$ cat src/hdl/utx_pkg.sv
// Package for the UART 8N1 transceiver: item structs, register map and
// timing constants. Used by every module of the block; depends on nothing.
`timescale 1ns / 1ps

package utx_pkg;

  localparam int unsigned CNT_W = 16;
  localparam int unsigned BITS_W = 4;

  localparam logic [CNT_W-1:0] BIT_CYCLES_RESET = 16'd104;
  localparam logic [CNT_W-1:0] MIN_BIT_CYCLES = 16'd4;

  // frame: start bit, eight data bits, stop bit
  localparam logic [BITS_W-1:0] TX_BITS_PER_FRAME = 4'd9;
  localparam logic [BITS_W-1:0] RX_DATA_BITS = 4'd8;
  localparam logic [BITS_W-1:0] RX_HALF_WAIT = 4'd9;

  // register index, taken from paddr[2]
  localparam logic REG_BIT_CYCLES = 1'b0;

  typedef struct packed {
    logic       send_valid;
    logic [7:0] send_byte;
    logic       rx_line;
  } utx_in_t;

  typedef struct packed {
    logic       tx_line;
    logic       tx_busy;
    logic       send_accepted;
    logic       rx_valid;
    logic [7:0] rx_byte;
  } utx_out_t;

  typedef struct packed {
    logic tx_line;
    logic tx_busy;
    logic send_accepted;
  } utx_tx_res_t;

  typedef struct packed {
    logic       rx_valid;
    logic [7:0] rx_byte;
  } utx_rx_res_t;

endpackage

$ cat src/hdl/uart_8n1_transceiver_unit.sv
// Top level of the UART 8N1 transceiver: config register, transmitter,
// receiver and result register. Depends on utx_pkg, utx_tx and utx_rx.
//
//   channel  | direction | handshake              | payload
//   in       | input     | in_valid / in_stall    | in_item  (utx_in_t)
//   out      | output    | out_valid / out_stall  | out_item (utx_out_t)
//   config   | input     | APB write/read         | bit_cycles at address 0
//
// One item per cycle while in_stall is low; the output register takes its
// result on acceptance, set by the single state update of both timers.
// Reset is synchronous and puts both sides idle with bit_cycles at 104.
// in_stall rises only while a result is held in the output register under
// out_stall, so the input takes an item in the same cycle the result leaves.
`timescale 1ns / 1ps

module uart_8n1_transceiver_unit (
  input  logic              clk,
  input  logic              rst,
  input  logic              in_valid,
  output logic              in_stall,
  input  utx_pkg::utx_in_t  in_item,
  output logic              out_valid,
  input  logic              out_stall,
  output utx_pkg::utx_out_t out_item,
  input  logic              psel,
  input  logic              penable,
  input  logic              pwrite,
  input  logic [2:0]        paddr,
  input  logic [31:0]       pwdata,
  output logic [31:0]       prdata,
  output logic              pready
);
  import utx_pkg::*;

  logic [CNT_W-1:0] bit_cycles;
  logic [CNT_W-1:0] period;
  logic             step;
  utx_tx_res_t      tx_res;
  utx_rx_res_t      rx_res;

  assign pready = 1'b1;

  always_ff @(posedge clk) begin
    if (rst) begin
      bit_cycles <= BIT_CYCLES_RESET;
    end else if (psel && penable && pwrite && pready && paddr[2] == REG_BIT_CYCLES) begin
      bit_cycles <= pwdata[CNT_W-1:0];
    end
  end

  assign prdata = (paddr[2] == REG_BIT_CYCLES) ? {{(32-CNT_W){1'b0}}, bit_cycles} : '0;

  // clamp short bit periods
  assign period = (bit_cycles < MIN_BIT_CYCLES) ? MIN_BIT_CYCLES : bit_cycles;

  assign in_stall = out_valid && out_stall;
  assign step     = in_valid && !in_stall;

  utx_tx u_tx (
    .clk        (clk),
    .rst        (rst),
    .step       (step),
    .period     (period),
    .send_valid (in_item.send_valid),
    .send_byte  (in_item.send_byte),
    .res        (tx_res)
  );

  utx_rx u_rx (
    .clk     (clk),
    .rst     (rst),
    .step    (step),
    .period  (period),
    .rx_line (in_item.rx_line),
    .res     (rx_res)
  );

  always_ff @(posedge clk) begin
    if (rst) begin
      out_valid <= 1'b0;
    end else if (step) begin
      out_valid <= 1'b1;
    end else if (!out_stall) begin
      out_valid <= 1'b0;
    end
  end

  always_ff @(posedge clk) begin
    if (step) begin
      out_item.tx_line       <= tx_res.tx_line;
      out_item.tx_busy       <= tx_res.tx_busy;
      out_item.send_accepted <= tx_res.send_accepted;
      out_item.rx_valid      <= rx_res.rx_valid;
      out_item.rx_byte       <= rx_res.rx_byte;
    end
  end

endmodule

$ cat src/hdl/utx_tx.sv
// Transmit framer: shift register, bit counter and bit timer.
// Depends on utx_pkg.
`timescale 1ns / 1ps

module utx_tx (
  input  logic                      clk,
  input  logic                      rst,
  input  logic                      step,
  input  logic [utx_pkg::CNT_W-1:0] period,
  input  logic                      send_valid,
  input  logic [7:0]                send_byte,
  output utx_pkg::utx_tx_res_t      res
);
  import utx_pkg::*;

  logic [9:0]        tx_shift, tx_shift_next;
  logic [BITS_W-1:0] tx_bits_left, tx_bits_left_next;
  logic [CNT_W-1:0]  tx_tick_count, tx_tick_count_next;
  logic              tx_out, tx_out_next;
  logic              accepted;

  always_comb begin
    tx_shift_next      = tx_shift;
    tx_bits_left_next  = tx_bits_left;
    tx_tick_count_next = tx_tick_count;
    tx_out_next        = tx_out;
    accepted           = 1'b0;
    if (tx_tick_count != '0) begin
      tx_tick_count_next = tx_tick_count - 1'b1;
      // bit period over: advance to the next bit of the frame
      if (tx_tick_count_next == '0 && tx_bits_left != '0) begin
        tx_out_next        = tx_shift[0];
        tx_shift_next      = {1'b1, tx_shift[9:1]};
        tx_bits_left_next  = tx_bits_left - 1'b1;
        tx_tick_count_next = period;
      end
    end
    // a request while busy is dropped
    if (send_valid && tx_tick_count_next == '0) begin
      tx_out_next        = 1'b0;
      tx_shift_next      = {2'b11, send_byte};
      tx_bits_left_next  = TX_BITS_PER_FRAME;
      tx_tick_count_next = period;
      accepted           = 1'b1;
    end
  end

  always_ff @(posedge clk) begin
    if (rst) begin
      tx_shift      <= '1;
      tx_bits_left  <= '0;
      tx_tick_count <= '0;
      tx_out        <= 1'b1;
    end else if (step) begin
      tx_shift      <= tx_shift_next;
      tx_bits_left  <= tx_bits_left_next;
      tx_tick_count <= tx_tick_count_next;
      tx_out        <= tx_out_next;
    end
  end

  assign res.tx_line       = tx_out_next;
  assign res.tx_busy       = (tx_tick_count_next != '0);
  assign res.send_accepted = accepted;

  a_idle_no_bits: assert property (@(posedge clk) disable iff (rst)
    tx_tick_count == '0 |-> tx_bits_left == '0)
    else $error("transmit timer idle with bits pending");

  a_bits_range: assert property (@(posedge clk) disable iff (rst)
    tx_bits_left <= TX_BITS_PER_FRAME)
    else $error("transmit bit count out of range");

  a_start_bit: assert property (@(posedge clk) disable iff (rst)
    step && accepted |=> tx_tick_count != '0 && !tx_out)
    else $error("accepted send did not start a frame");

endmodule

$ cat src/hdl/utx_rx.sv
// Receive sampler: start-edge hunt, half and full bit timers, shift register.
// Depends on utx_pkg.
`timescale 1ns / 1ps

module utx_rx (
  input  logic                      clk,
  input  logic                      rst,
  input  logic                      step,
  input  logic [utx_pkg::CNT_W-1:0] period,
  input  logic                      rx_line,
  output utx_pkg::utx_rx_res_t      res
);
  import utx_pkg::*;

  logic [7:0]        rx_shift, rx_shift_next;
  logic [BITS_W-1:0] rx_bits_left, rx_bits_left_next;
  logic [CNT_W-1:0]  rx_tick_count, rx_tick_count_next;
  logic              rx_hunting, rx_hunting_next;
  logic              rx_prev_line;
  logic              got;

  always_comb begin
    rx_shift_next      = rx_shift;
    rx_bits_left_next  = rx_bits_left;
    rx_tick_count_next = rx_tick_count;
    rx_hunting_next    = rx_hunting;
    got                = 1'b0;
    if (rx_hunting) begin
      if (rx_prev_line && !rx_line) begin
        rx_hunting_next    = 1'b0;
        rx_bits_left_next  = RX_HALF_WAIT;
        rx_tick_count_next = period >> 1;
      end
    end else begin
      if (rx_tick_count != '0) begin
        rx_tick_count_next = rx_tick_count - 1'b1;
      end
      if (rx_tick_count_next == '0) begin
        if (rx_bits_left > RX_DATA_BITS || rx_bits_left == '0) begin
          // half wait done: one full period to the first data bit
          rx_bits_left_next  = RX_DATA_BITS;
          rx_tick_count_next = period;
        end else begin
          rx_shift_next      = {rx_line, rx_shift[7:1]};
          rx_bits_left_next  = rx_bits_left - 1'b1;
          rx_tick_count_next = period;
          if (rx_bits_left_next == '0) begin
            got                = 1'b1;
            rx_bits_left_next  = RX_DATA_BITS;
            rx_hunting_next    = 1'b1;
            rx_tick_count_next = '0;
          end
        end
      end
    end
  end

  always_ff @(posedge clk) begin
    if (rst) begin
      rx_shift      <= '0;
      rx_bits_left  <= RX_DATA_BITS;
      rx_tick_count <= '0;
      rx_hunting    <= 1'b1;
      rx_prev_line  <= 1'b1;
    end else if (step) begin
      rx_shift      <= rx_shift_next;
      rx_bits_left  <= rx_bits_left_next;
      rx_tick_count <= rx_tick_count_next;
      rx_hunting    <= rx_hunting_next;
      rx_prev_line  <= rx_line;
    end
  end

  assign res.rx_valid = got;
  assign res.rx_byte  = got ? rx_shift_next : 8'h00;

  a_hunt_clean: assert property (@(posedge clk) disable iff (rst)
    rx_hunting |-> rx_bits_left == RX_DATA_BITS && rx_tick_count == '0)
    else $error("receiver hunting with stale counters");

  a_bits_range: assert property (@(posedge clk) disable iff (rst)
    rx_bits_left <= RX_HALF_WAIT && rx_bits_left != '0)
    else $error("receive bit count out of range");

  a_done_hunts: assert property (@(posedge clk) disable iff (rst)
    step && got |=> rx_hunting)
    else $error("receiver did not return to hunting after a byte");

endmodule
$ cat config.mk
export PLATFORM = sky130hd
export DESIGN_NAME = uart_8n1_transceiver_unit
export DESIGN_NICKNAME = d
export VERILOG_FILES = /design/src/hdl/utx_pkg.sv /design/src/hdl/uart_8n1_transceiver_unit.sv /design/src/hdl/utx_tx.sv /design/src/hdl/utx_rx.sv
export SDC_FILE = /design/constraint.sdc
export NUM_CORES = 1
export LEC_CHECK = 0
export ABC_AREA = 0
export BUFFER_PORTS_ARGS = -buffer_cell sky130_fd_sc_hd__buf_2
export CAP_MARGIN = 0
export CELL_PAD_IN_SITES_DETAIL_PLACEMENT = 0
export CELL_PAD_IN_SITES_GLOBAL_PLACEMENT = 1
export CORE_MARGIN = 2
export CORE_UTILIZATION = 46
export CTS_BUF_LIST = sky130_fd_sc_hd__clkbuf_16
export DETAILED_ROUTE_END_ITERATION = 16
export PLACE_DENSITY_LB_ADDON = 0.1
export SLEW_MARGIN = 20
export SYNTH_ARGS = -nofsm -noshare
export SYNTH_HDL_FRONTEND = slang
export SYNTH_HIERARCHICAL = 1
export SYNTH_SLANG_ARGS = --single-unit
$ cat constraint.sdc
create_clock -name clk -period 5.81 [get_ports clk]
set_input_delay 0.2905 -clock clk [delete_from_list [all_inputs] [get_ports clk]]
set_output_delay 0.2905 -clock clk [all_outputs]
set_load 0.05 [all_outputs]
==> summary.md, run 1 <==
| Metric | Value |
|---|---|
| Vias in the first global route | `between 5,000 and 6,000` |
| Min cycle time layout | `4476 ps` |
| Area contributors post-synth | `dfxtp_1 (24%), edfxtp_1 (5.8%), nand2_1 (5.4%)` |
| DP HPWL | `around 12,000 um` |
| Seq/Total Area, Yosys | `0.3013` |
| Arrival time worst endpoint | `between 4000 and 5000 ps` |
| Setup TNS | `0 ps` |
| First-pass DRT Iterations | `5` |
| Final slew viol count | `0` |
| Io pins | `99` |
| Pin count of the biggest net entering global routing | `roughly 90` |
| Vias per inst | `6.071` |
| Worst slew pin tran | `about 900 ps` |
| CTS tree | `yes` |
| Netlist Area Pre-Place | `about 6200 sq um` |
| Top cells by count, synth | `nand2_1 (90), dfxtp_1 (76), nor2_1 (63)` |
| Chip width | `~120 um` |
| Row Count | `42` |
| EDFF count, synth | `12` |
| Switching Power | `around 0.7 mW` |
| Final net count | `about 870` |
| Yosys reg bits | `88` |
| Worst EP required | `~6000 ps` |
| Critical path startpoint category | `flip-flop` |
| Sw Ratio | `0.3772` |
| Root Buffer Master | `clkbuf_16` |
| ANT nets after route | `0` |
| DRC Markers | `0` |
| Via count | `5,980` |
| Clk sinks | `88` |
| Iteration-0 DRC Markers | `a little under 600` |
| Height of the chip | `about 120 um` |
| Final GP Congestion | `0.9478` |
| Gate power share | `0.300` |
| Cell-internal power | `around 1.1 mW` |
| Crit path buf inv count | `1` |
| Max Cap Viol | `0` |
| CP top delay family | `simple AND/OR/NAND/NOR gates` |
| Post-Synthesis Cells | `798` |
| CP Cell Sequence | `inv_1 > ha_1 > or3b_2 > o31a_2 > a21oi_1 > nand4_1 > nor2_1 > o31ai_1 > o211ai_4 > nor2_4 > nor3b_1 > a211oi_1` |
| First-pass GRT wire length | `approximately 29,000 um` |
| GRT Residual Overflow | `0` |
| Setup Crit Path Kind | `reg2reg` |
| Crit. End Element | `flip-flop` |
| Clock slew at reported path FFs | `about 70 ps` |
| Peak VDD IR | `0.1585 mV` |
| Layout cell share with drive strength beyond 1 | `0.1755` |
| Async set-reset flop share out of synthesis | `0` |
| Power Density | `about 270 nW/um^2` |
| Clock Latency Late Sink | `approximately 350 ps` |
| FILL cells | `1,312` |
| Synth area leader | `dfxtp_1` |
| Tot GR Track Use | `0.2473` |
| Port Buffers | `63` |
| Crit-path max FO | `27` |
| Yosys cell types | `86` |
| Initial Utilization | `0.4716` |
| CP peak stage delay | `between 700 and 800 ps` |
| Worst hold slack | `between 150 and 200 ps` |
| Outcome | `complete, no violations` |
| Synth warn | `6` |
| Ys flop type | `dfxtp_1` |
| Routed WL | `roughly 18,000 um` |
| Leakage | `between 2 and 3 nW` |
| Wirelength per Cell | `approximately 18 um` |
| CTS resizes | `0` |
| Top-count cell post-synth | `nand2_1` |
| Sequential cell area | `1882 sq um` |
| Mapped Avg Cell Area | `roughly 7.8 sq um` |
| Slew headroom | `0.3934` |
| Seq pwr share | `0.379` |
| Final hold vios | `0` |
| Cts hold-fix bufs | `0` |
| Htree depth | `3` |
| Ant. Diodes | `0` |
| Area of the multi-input gates | `3877 sq um` |
| Die area | `about 15,000 sq um` |
| Setup violations, final | `0` |
| CP max-delay cell | `nor2_1` |
| Setup bufs post-CTS | `0` |
| Period utilization | `0.7705` |
| Top cell type's share of synthesized area | `0.2436` |
| TritonCTS Buffers | `9` |
| Syn-to-layout area delta | `7.554%` |
| Hold Crit Class | `in2reg` |
| RSZ-0062 raised after global routing | `no` |
| Initial antenna violation count | `0` |
| CTS max path bufs | `2` |
| Floorplan core area | `between 10,000 and 15,000 sq um` |
| Fmax achieved | `approximately 0.22 GHz` |
| Clk pwr share | `0.321` |
| Skew final | `~9.9 ps` |
power by group through the flow:
| stage | logic [mW] | clock network (mW) | registers [mW] |
|---|---|---|---|
| floorplan | 0.445 | 0 | 0.688 |
| global placement | 0.530 | 0 | 0.704 |
| detailed placement | 0.535 | 0 | 0.705 |
| CTS | 0.538 | 0.601 | 0.691 |
| global route | 0.597 | 0.628 | 0.697 |
| finish | 0.547 | 0.587 | 0.693 |
worst paths after layout:
path / from / end / slack [ps] / cells after the start
setup / recovery: u_tx/tx_tick_count[0] / u_tx/tx_bits_left[0] / 1330 / 12
hold / removal: in_valid / out_valid / 170 / 3
setup reg to reg: u_tx/tx_tick_count[0] / u_tx/tx_bits_left[0] / 1330 / 12
hold reg to reg: bit_cycles[0] / bit_cycles[0] / 470 / 2
metrics by stage:
step	instance area [sq um]	total power, mW	util	cells	setup WS (ps)
3_5_place_dp	6415	1.241	0.4844	969	1404
6_report	6716	1.827	0.5072	985	1334
5_1_grt	6716	1.922	0.5072	985	964.7
2_1_floorplan	6301	1.133	-	813	2150
4_1_cts	6713	1.830	0.5069	985	1395
3_3_place_gp	6415	1.234	0.4844	969	1416
sequential cells by signal, indices dropped and copies added (netlist names):
signal	cells
bit_cycles	16
u_rx/rx_prev_line	1
u_rx/rx_bits_left	4
u_tx/tx_out	1
u_rx/rx_hunting	1
out_item	12
u_tx/tx_shift	8
u_rx/rx_shift	8
out_valid	1
u_rx/rx_tick_count	16
u_tx/tx_tick_count	16
u_tx/tx_bits_left	4
placed cells by master (no fill, tap or decap), types with 11 or more instances in the layout:
master	netlist	layout
conb_1	2	17
a211oi_1	11	11
nor4_1	16	15
nand3_1	29	29
nand4_1	11	11
xnor2_1	13	13
nand2_1	90	90
a311oi_1	14	14
a31oi_1	14	14
inv_1	21	21
o21ai_0	39	39
mux2i_1	18	18
edfxtp_1	12	12
a21oi_1	40	39
nor2_1	63	63
buf_2	7	63
dfxtp_1	76	76
nor2b_1	24	23
nor3_1	32	32
per-layer routing:
layer | routed length [um] | global-route usage | part of all wire | up-vias
met2 | 8484 | 0.4054 | 0.47 | 200
met5 | 0 | 0 | 0 | -
met3 | 924 | 0.04575 | 0.052 | 29
li1 | - | - | - | 2886
met4 | 299 | 0.07122 | 0.017 | 0
met1 | 8212 | 0.3326 | 0.46 | 2865
worst min-delay path, cell delays in order:
cell,delay (ps)
buf_2,90
nor2_1,40
nor2_1,70
layout make-up:
cell class                 count  share of cell area
multi-input combinational    615              0.5773
sequential                    88              0.2802
timing repair buffer          69             0.05365
clock buffer                   9             0.03353
tap                          176             0.03279
inverter                      21             0.01174
clock inverter                 7             0.01080
logic make-up after synthesis:
group	after synthesis	share of synthesized area
other	2	0.001203
AOI/OAI and AO/OA	194	0.2168
adders and majority gates	9	0.01803
buffers and inverters	110	0.08956
xor gates and xnor gates	19	0.02665
muxes	18	0.02885
DFF	88	0.3013
and+or+nand+nor	358	0.3176
Power figures use the tool's default switching activity.
==> run 2, diff against run 1 <==
CORE_UTILIZATION = 38   (was 46)
clock period = 3.8 ns   (was 5.81 ns; I/O delays follow)
==> run 2 against run 1 <==
- total power is 57% higher
- routed wire length grew 8.7%
- non-clock buffer count rose by 57
- core utilization fell by 5.6 points
- critical path type unchanged
- clock power up 48%
==> summary.md, run 2 (synthesis results as in run 1) <==
| Metric | Value |
|---|---|
| Min cycle time layout | `3759 ps (was 4476 ps)` |
| Crit-path max FO | `9 (was 27)` |
| Clock Latency Late Sink | `350 ps (about the same)` |
| Port Buffers | `63 (unchanged)` |
| Wirelength per Cell | `18.01 um (was 18.19 um)` |
| Chip width | `132.2 um (was 120.5 um)` |
| CTS tree | `yes (unchanged)` |
| Slew headroom | `0.4346 (was 0.3934)` |
| Syn-to-layout area delta | `15.67% (was 7.554%)` |
| Reg-to-Reg Start | `u_tx/tx_tick_count[8] (was u_tx/tx_tick_count[0])` |
| Worst hold slack | `57.80 ps (was 170.0 ps)` |
| Pin count of the biggest net entering global routing | `67 (was 89)` |
| Vias in the first global route | `5,711 (was 5,391)` |
| Power Density | `396.4 nW/um^2 (was 272.0 nW/um^2)` |
| CP startpoint | `u_tx/tx_tick_count[8] (was u_tx/tx_tick_count[0])` |
| Row Count | `46 (was 42)` |
| Initial antenna violation count | `0 (unchanged)` |
| Fmax achieved | `0.2660 GHz (was 0.2234 GHz)` |
| Outcome | `complete, no violations (unchanged)` |
| Crit path depth | `11 (was 12)` |
| Leakage | `2.810 nW (was 2.527 nW)` |
| Arrival time worst endpoint | `3970 ps (was 4680 ps)` |
| CP top delay family | `simple AND/OR/NAND/NOR gates (unchanged)` |
| First-pass DRT Iterations | `5 (unchanged)` |
| RSZ-0062 raised after global routing | `no (unchanged)` |
| Sequential cell area | `1882 sq um (unchanged)` |
| CTS max path bufs | `2 (unchanged)` |
| Critical path startpoint category | `flip-flop (unchanged)` |
| Height of the chip | `132.2 um (was 120.5 um)` |
| CP max-delay cell | `or4_4 (was nor2_1)` |
| Root Buffer Master | `clkbuf_16 (unchanged)` |
| Io pins | `99 (unchanged)` |
| GRT Residual Overflow | `0 (unchanged)` |
| Setup Crit Path Kind | `reg2reg (unchanged)` |
| Final GP Congestion | `0.9055 (was 0.9478)` |
| Crit path buf inv count | `1 (unchanged)` |
| Reg2Reg Depth | `11 (was 12)` |
| Period utilization | `0.9892 (was 0.7705)` |
| Biggest regs | `bit_cycles (16), u_rx/rx_tick_count (16), u_tx/tx_tick_count (16) (unchanged)` |
| Htree depth | `3 (unchanged)` |
| Max Cap Viol | `0 (unchanged)` |
| First-pass GRT wire length | `31,210 um (was 28,630 um)` |
| R2R setup slack | `40 ps (was 1330 ps)` |
| Die area | `17,480 sq um (was 14,520 sq um)` |
| Setup TNS | `0 ps (unchanged)` |
| Critical Path End | `u_tx/tx_tick_count[11] (was u_tx/tx_bits_left[0])` |
| Routed WL | `19,490 um (was 17,920 um)` |
| Inst Count DP | `1,066 (was 969)` |
| Post-Layout Cell Count | `1,082 (was 985)` |
| Most frequent cells in the layout | `nand2_1 (90), dfxtp_1 (76), buf_2 (63) (was nand2_1 (90), dfxtp_1 (76), nor2_1 (63), buf_2 (63))` |
| Layout cell share with drive strength beyond 1 | `0.2344 (was 0.1755)` |
| Setup bufs post-CTS | `0 (unchanged)` |
| Setup violations, final | `0 (unchanged)` |
| Clk sinks | `88 (unchanged)` |
| Area of the multi-input gates | `3910 sq um (was 3877 sq um)` |
| Initial Utilization | `0.3903 (was 0.4716)` |
| Post-Place Setup Slack | `45.81 ps (was 1404 ps)` |
| Crit. End Element | `flip-flop (unchanged)` |
| Vias per inst | `5.668 (was 6.071)` |
| Skew final | `12.22 ps (was 9.865 ps)` |
| Worst slew pin tran | `848.1 ps (was 906.5 ps)` |
| Via count | `6,133 (was 5,980)` |
| Iteration-0 DRC Markers | `492 (was 588)` |
| RR Endpoint | `u_tx/tx_tick_count[11] (was u_tx/tx_bits_left[0])` |
| Final net count | `922 (was 865)` |
| Final setup margin | `40.96 ps (was 1334 ps)` |
| Final hold vios | `0 (unchanged)` |
| CP peak stage delay | `570 ps (was 770 ps)` |
| DRC Markers | `0 (unchanged)` |
| CP Cell Sequence | `or4_4 > or4_4 > or3_4 > and4_1 > a21oi_1 > o21ai_1 > o41a_1 > nor2_4 > buf_12 > nand2_1 > a311oi_1 (was inv_1 > ha_1 > or3b_2 > o31a_2 > a21oi_1 > nand4_1 > nor2_1 > o31ai_1 > o211ai_4 > nor2_4 > nor3b_1 > a211oi_1)` |
| Peak VDD IR | `0.2402 mV (was 0.1585 mV)` |
| Floorplan core area | `16,000 sq um (was 13,240 sq um)` |
| ANT nets after route | `0 (unchanged)` |
| DP HPWL | `14,270 um (was 12,430 um)` |
| Hold Crit Class | `in2reg (unchanged)` |
| Ant. Diodes | `0 (unchanged)` |
| TritonCTS Buffers | `9 (unchanged)` |
| Clock slew at reported path FFs | `70 ps (about the same)` |
| Cell mode on critical path | `or4_4` |
| FILL cells | `1,673 (was 1,312)` |
| Final slew viol count | `0 (unchanged)` |
| Tot GR Track Use | `0.2220 (was 0.2473)` |
| Worst EP required | `4010 ps (was 6010 ps)` |
| Most common cell after layout, fill and taps aside | `nand2_1 (unchanged)` |
-- run 2: cell count changes in the layout (fill, tap and decap cells not counted), sizes merged --
cell      change
buf          +57
clkinvlp      +1
inv           -1
-- run 2: layout make-up --
type                            count  area share
Inverter                           21     0.01091
Timing Repair Buffer              126      0.1109
Clock inverter                      7    0.007795
Clock buffer                        9     0.03118
Multi-Input combinational cell    615      0.5413
Tap cell                          216     0.03742
Sequential cell                    88      0.2605
-- run 2: per-stage QoR --
stage | power [mW] | cell area [sq um] | util
CTS | 2.877 | 7187 | 0.4492
floorplan | 1.732 | 6301 | -
global placement | 1.990 | 6905 | 0.4316
global route | 3.012 | 7223 | 0.4514
detailed placement | 1.991 | 6905 | 0.4316
finish | 2.863 | 7223 | 0.4514
-- run 2: worst min-delay path by stage --
stage | end | slack [ps] | depth (start not counted) | start
detailed placement | bit_cycles[3] | 420 | 3 | pwdata[3]
global route | bit_cycles[6] | 80 | 3 | pwdata[6]
CTS | out_valid | 50 | 3 | in_valid
global placement | out_valid | 420 | 3 | in_valid
finish | out_valid | 60 | 3 | in_valid
floorplan | bit_cycles[0] | 260 | 1 | rst
-- run 2: where the power goes --
group | total (mW) | leakage, nW | switching [mW] | internal [mW]
sequential | 1.03 | 0.733 | 0.0473 | 0.983
combinational | 0.965 | 1.94 | 0.604 | 0.361
clock | 0.868 | 0.135 | 0.417 | 0.451
total | 2.86 | 2.81 | 1.07 | 1.80
-- run 2: per-layer routing --
layer,wire (um),GRT usage,vias up
met4,459,0.06870,0
met2,9007,0.3626,193
li1,-,-,2996
met5,0,0,-
met1,9063,0.3004,2912
met3,958,0.03691,32
-- run 2: timing repair --
| action | CTS | global route |
|---|---|---|
| endpoints found under the setup margin | 0 | 6 |
| gates resized for setup | 0 | 8 |
| hold buffers | 0 | 0 |
-- run 2: worst register-to-register path: cells and delay by family (launching register included) --
| family | cells | cell delay, ps |
|---|---|---|
| and+or+nand+nor | 6 | 1910 |
| DFF | 1 | 320 |
| AOI/OAI and AO/OA | 4 | 1250 |
| buffers and inverters | 1 | 140 |
==> run 3, diff against run 2 <==
ABC_AREA = 1   (was 0)
CORE_UTILIZATION = 37   (was 38)
REMOVE_ABC_BUFFERS = 1   (was unset)
SETUP_SLACK_MARGIN = 0.15   (was unset)
==> run 3 against run 2 <==
- design area up 6.3%
- area after synthesis increased by 10%
- critical path type unchanged
- core utilization down 2.9 points
- largest power group is now combinational cells
- total power increased by 14%
==> summary.md, run 3 <==
| Metric | Value |
|---|---|
| Netlist Area Pre-Place | `6899 sq um (was 6245 sq um)` |
| Met3 wire length | `1168 um (was 958 um)` |
| Reg2Reg Depth | `23 (was 11)` |
| DP HPWL | `15,060 um (was 14,270 um)` |
| CTS tree | `yes (unchanged)` |
| EDFF count, synth | `12 (unchanged)` |
| Post-Synthesis Cells | `1,118 (was 798)` |
| Row Count | `49 (was 46)` |
| Sw Ratio | `0.4071 (was 0.3730)` |
| Seq pwr share | `0.324 (was 0.360)` |
| Top cells by count, synth | `nand2_1 (281), inv_1 (146), nor2_1 (132) (was nand2_1 (90), dfxtp_1 (76), nor2_1 (63))` |
| Outcome | `complete, no violations (unchanged)` |
| RR Endpoint | `out_item[10] (was u_tx/tx_tick_count[11])` |
| Initial Utilization | `0.3802 (was 0.3903)` |
| Height of the chip | `140.6 um (was 132.2 um)` |
| Worst Hold Path Cells | `3 (unchanged)` |
| Top Layer Used | `met4 (unchanged)` |
| Tot GR Track Use | `0.2076 (was 0.2220)` |
| Fmax achieved | `0.3009 GHz (was 0.2660 GHz)` |
| Final GP Congestion | `0.8901 (was 0.9055)` |
| Post-Layout Cell Count | `1,402 (was 1,082)` |
| DRC Markers | `0 (unchanged)` |
| Clk pwr share | `0.305 (was 0.303)` |
| CP max-delay cell | `dfxtp_1 (was or4_4)` |
| Floorplan core area | `18,150 sq um (was 16,000 sq um)` |
| Seq/Total Area, Yosys | `0.2728 (was 0.3013)` |
| Wirelength per Cell | `14.54 um (was 18.01 um)` |
| CP peak stage delay | `340 ps (was 570 ps)` |
| Top-count cell post-synth | `nand2_1 (unchanged)` |
| Hold Crit Class | `in2reg (unchanged)` |
| Leakage | `3.887 nW (was 2.810 nW)` |
| Biggest regs | `bit_cycles (16), u_rx/rx_tick_count (16), u_tx/tx_tick_count (16) (unchanged)` |
| Cell-internal power | `1.931 mW (was 1.795 mW)` |
| Final net count | `1,229 (was 922)` |
| Htree depth | `3 (unchanged)` |
| Yosys cell types | `41 (was 86)` |
| Critical path startpoint category | `flip-flop (unchanged)` |
| Async set-reset flop share out of synthesis | `0 (unchanged)` |
| Vias per inst | `4.877 (was 5.668)` |
| ANT nets after route | `0 (unchanged)` |
| Cts hold-fix bufs | `0 (unchanged)` |
| Clock slew at reported path FFs | `70 ps (about the same)` |
| Setup violations, final | `0 (unchanged)` |
| Slew headroom | `0.5398 (was 0.4346)` |
| Worst EP required | `4010 ps (about the same)` |
| Max Cap Viol | `0 (unchanged)` |
| Via count | `6,837 (was 6,133)` |
| Gate power share | `0.371 (was 0.337)` |
| Switching Power | `1.326 mW (was 1.068 mW)` |
| Port Buffers | `63 (unchanged)` |
| Vias in the first global route | `6,167 (was 5,711)` |
| Peak VDD IR | `0.2551 mV (was 0.2402 mV)` |
| R2R setup slack | `480 ps (was 40 ps)` |
| Placed Area | `7253 sq um (was 6905 sq um)` |
| Layout cell share with drive strength beyond 1 | `0.1901 (was 0.2344)` |
| First-pass DRT Iterations | `7 (was 5)` |
| Final slew viol count | `0 (unchanged)` |
| RSZ-0062 raised after global routing | `no (unchanged)` |
| Clk sinks | `88 (unchanged)` |
| Crit. End Element | `flip-flop (unchanged)` |
| Skew final | `8.562 ps (was 12.22 ps)` |
| Met2 Wirelength | `8807 um (was 9007 um)` |
| Routed WL | `20,390 um (was 19,490 um)` |
| Worst slew pin tran | `689.6 ps (was 848.1 ps)` |
| Most common cell after layout, fill and taps aside | `nand2_1 (unchanged)` |
| Ys flop type | `dfxtp_1 (unchanged)` |
| Met1 wire length | `10,190 um (was 9063 um)` |
| Ant. Diodes | `0 (unchanged)` |
| CTS max path bufs | `2 (unchanged)` |
| Hold endpoint | `bit_cycles[5] (was out_valid)` |
| Pin count of the biggest net entering global routing | `36 (was 67)` |
| FILL cells | `2,002 (was 1,673)` |
| Final Instance Area | `7675 sq um (was 7223 sq um)` |
| Iteration-0 DRC Markers | `531 (was 492)` |
| Initial antenna violation count | `0 (unchanged)` |
| Arrival time worst endpoint | `3530 ps (was 3970 ps)` |
| Min-delay src | `pwdata[5] (was in_valid)` |
| Min cycle time layout | `3324 ps (was 3759 ps)` |
| Synth warn | `6 (unchanged)` |
| Chip width | `140.6 um (was 132.2 um)` |
| Reg-to-Reg Start | `u_tx/tx_tick_count[0] (was u_tx/tx_tick_count[8])` |
| CP Cell Sequence | `inv_4 > ha_2 > inv_2 > nor2_2 > nand3_1 > nand2_1 > nand2_1 > inv_2 > nand2_2 > nor2_4 > nand3_2 > nand2_1 > nand2_1 > a21oi_4 > nand3_1 > nor2_4 > buf_4 > nand3_1 > nand2_1 > nor2_1 > nand2_1 > nor2_1 > nand2_1 (was or4_4 > or4_4 > or3_4 > and4_1 > a21oi_1 > o21ai_1 > o41a_1 > nor2_4 > buf_12 > nand2_1 > a311oi_1)` |
| GRT Residual Overflow | `0 (unchanged)` |
| Root Buffer Master | `clkbuf_16 (unchanged)` |
| Crit-path max FO | `8 (was 9)` |
| Die area | `19,750 sq um (was 17,480 sq um)` |
| Setup Crit Path Kind | `reg2reg (unchanged)` |
| Final hold vios | `0 (unchanged)` |
| Cell mode on critical path | `nand2_1 (was or4_4)` |
| Power Density | `424.3 nW/um^2 (was 396.4 nW/um^2)` |
| Syn-to-layout area delta | `11.24% (was 15.67%)` |
| Most frequent cells in the layout | `nand2_1 (281), inv_1 (146), nor2_1 (130) (was nand2_1 (90), dfxtp_1 (76), buf_2 (63))` |
| First-pass GRT wire length | `32,690 um (was 31,210 um)` |
| Top cell type's share of synthesized area | `0.2205 (was 0.2436)` |
| Period utilization | `0.8747 (was 0.9892)` |
| Synth area leader | `dfxtp_1 (unchanged)` |
| Io pins | `99 (unchanged)` |
| Area contributors post-synth | `dfxtp_1 (22%), nand2_1 (15%), nand3_1 (9.1%) (was dfxtp_1 (24%), edfxtp_1 (5.8%), nand2_1 (5.4%))` |
| TritonCTS Buffers | `9 (unchanged)` |
| Yosys reg bits | `88 (unchanged)` |
| Clock Latency Late Sink | `350 ps (about the same)` |
| Mapped Avg Cell Area | `6.171 sq um (was 7.825 sq um)` |
| Final core occ | `0.4229 (was 0.4514)` |
| Inst Count DP | `1,374 (was 1,066)` |
==> run 3: changes by cell type after synthesis, sizes merged, moves of 14 or more <==
cell    previous run  this run
nand3             29       137
clkbuf            53        27
mux2i             18         0
nand2             91       306
nor2b             24         0
o21ai             43        65
a311oi            15         0
nor3              32         3
nor2              64       182
inv               21       157
nor4              20         1
or4               15         0
nand4             13        27
==> run 3: layout make-up <==
class	count	area, sq um	share of cell area
Clock inverter	7	93.84	0.01223
Clock buffer	9	225.2	0.02934
Multi-Input combinational cell	821	4080	0.5316
Sequential cell	88	1882	0.2452
Tap cell	229	286.5	0.03733
Timing Repair Buffer	87	495.5	0.06456
Inverter	161	611.8	0.07972
==> run 3: layer usage <==
metal | track usage | up-vias
met1 | 0.2988 | 3023
met2 | 0.3271 | 197
li1 | - | 3600
met3 | 0.03419 | 17
met4 | 0.04632 | 0
met5 | 0 | -
==> run 3: worst max-delay path by stage <==
stage / endpoint / startpoint / slack (ps)
after floorplan: u_tx/tx_bits_left[1] / out_valid / -230
after global placement: u_tx/tx_bits_left[1] / u_tx/tx_tick_count[0] / 420
after detailed placement: u_tx/tx_bits_left[1] / u_tx/tx_tick_count[0] / 370
after CTS: u_tx/tx_bits_left[1] / u_tx/tx_tick_count[0] / 350
after global routing: out_item[10] / u_tx/tx_tick_count[0] / 160
final: out_item[10] / u_tx/tx_tick_count[0] / 480
==> run 3: critical path, delay by kind of cell, from the launching register on <==
kind                       cells  cell delay [ps]
AOI/OAI and AO/OA              1              170
adders and majority gates      1              220
buffers and inverters          4              440
DFF                            1              340
and+or+nand+nor               17             2000
==> run 3: through the flow <==
stage / hold slack [ps] / setup slack [ps] / power [mW] / TNS (ps)
3_5_place_dp: 399.5 / 366.4 / 2.237 / 0
6_report: 42.38 / 476.2 / 3.256 / 0
3_3_place_gp: 397.6 / 415.7 / 2.239 / 0
5_1_grt: 56.73 / 162.7 / 3.486 / 0
4_1_cts: 26.39 / 345.7 / 3.248 / 0
2_1_floorplan: 259.1 / -226.6 / 1.940 / -1297
==> run 3: power groups by stage <==
stage | combinational, mW | sequential (mW) | clock [mW]
after floorplan | 0.859 | 1.08 | 0
after global placement | 1.17 | 1.07 | 0
after detailed placement | 1.16 | 1.07 | 0
after CTS | 1.17 | 1.05 | 1.03
after global routing | 1.36 | 1.06 | 1.06
final | 1.21 | 1.05 | 0.994
==> run 3: kinds of logic after synthesis <==
kind of cell,count (synthesis),synth area share
compound gates,124,0.1010
xor+xnor,7,0.008887
fa+ha+maj,9,0.01632
buf+inv,227,0.1491
flops,88,0.2728
other cells,2,0.001089
simple gates,661,0.4509
==> run 3: timing repair <==
item | CTS | global route
endpoints found under the setup margin | 0 | 12
buffers inserted | 0 | 9
resized for setup | 0 | 6
endpoints found under the hold margin | 0 | 0
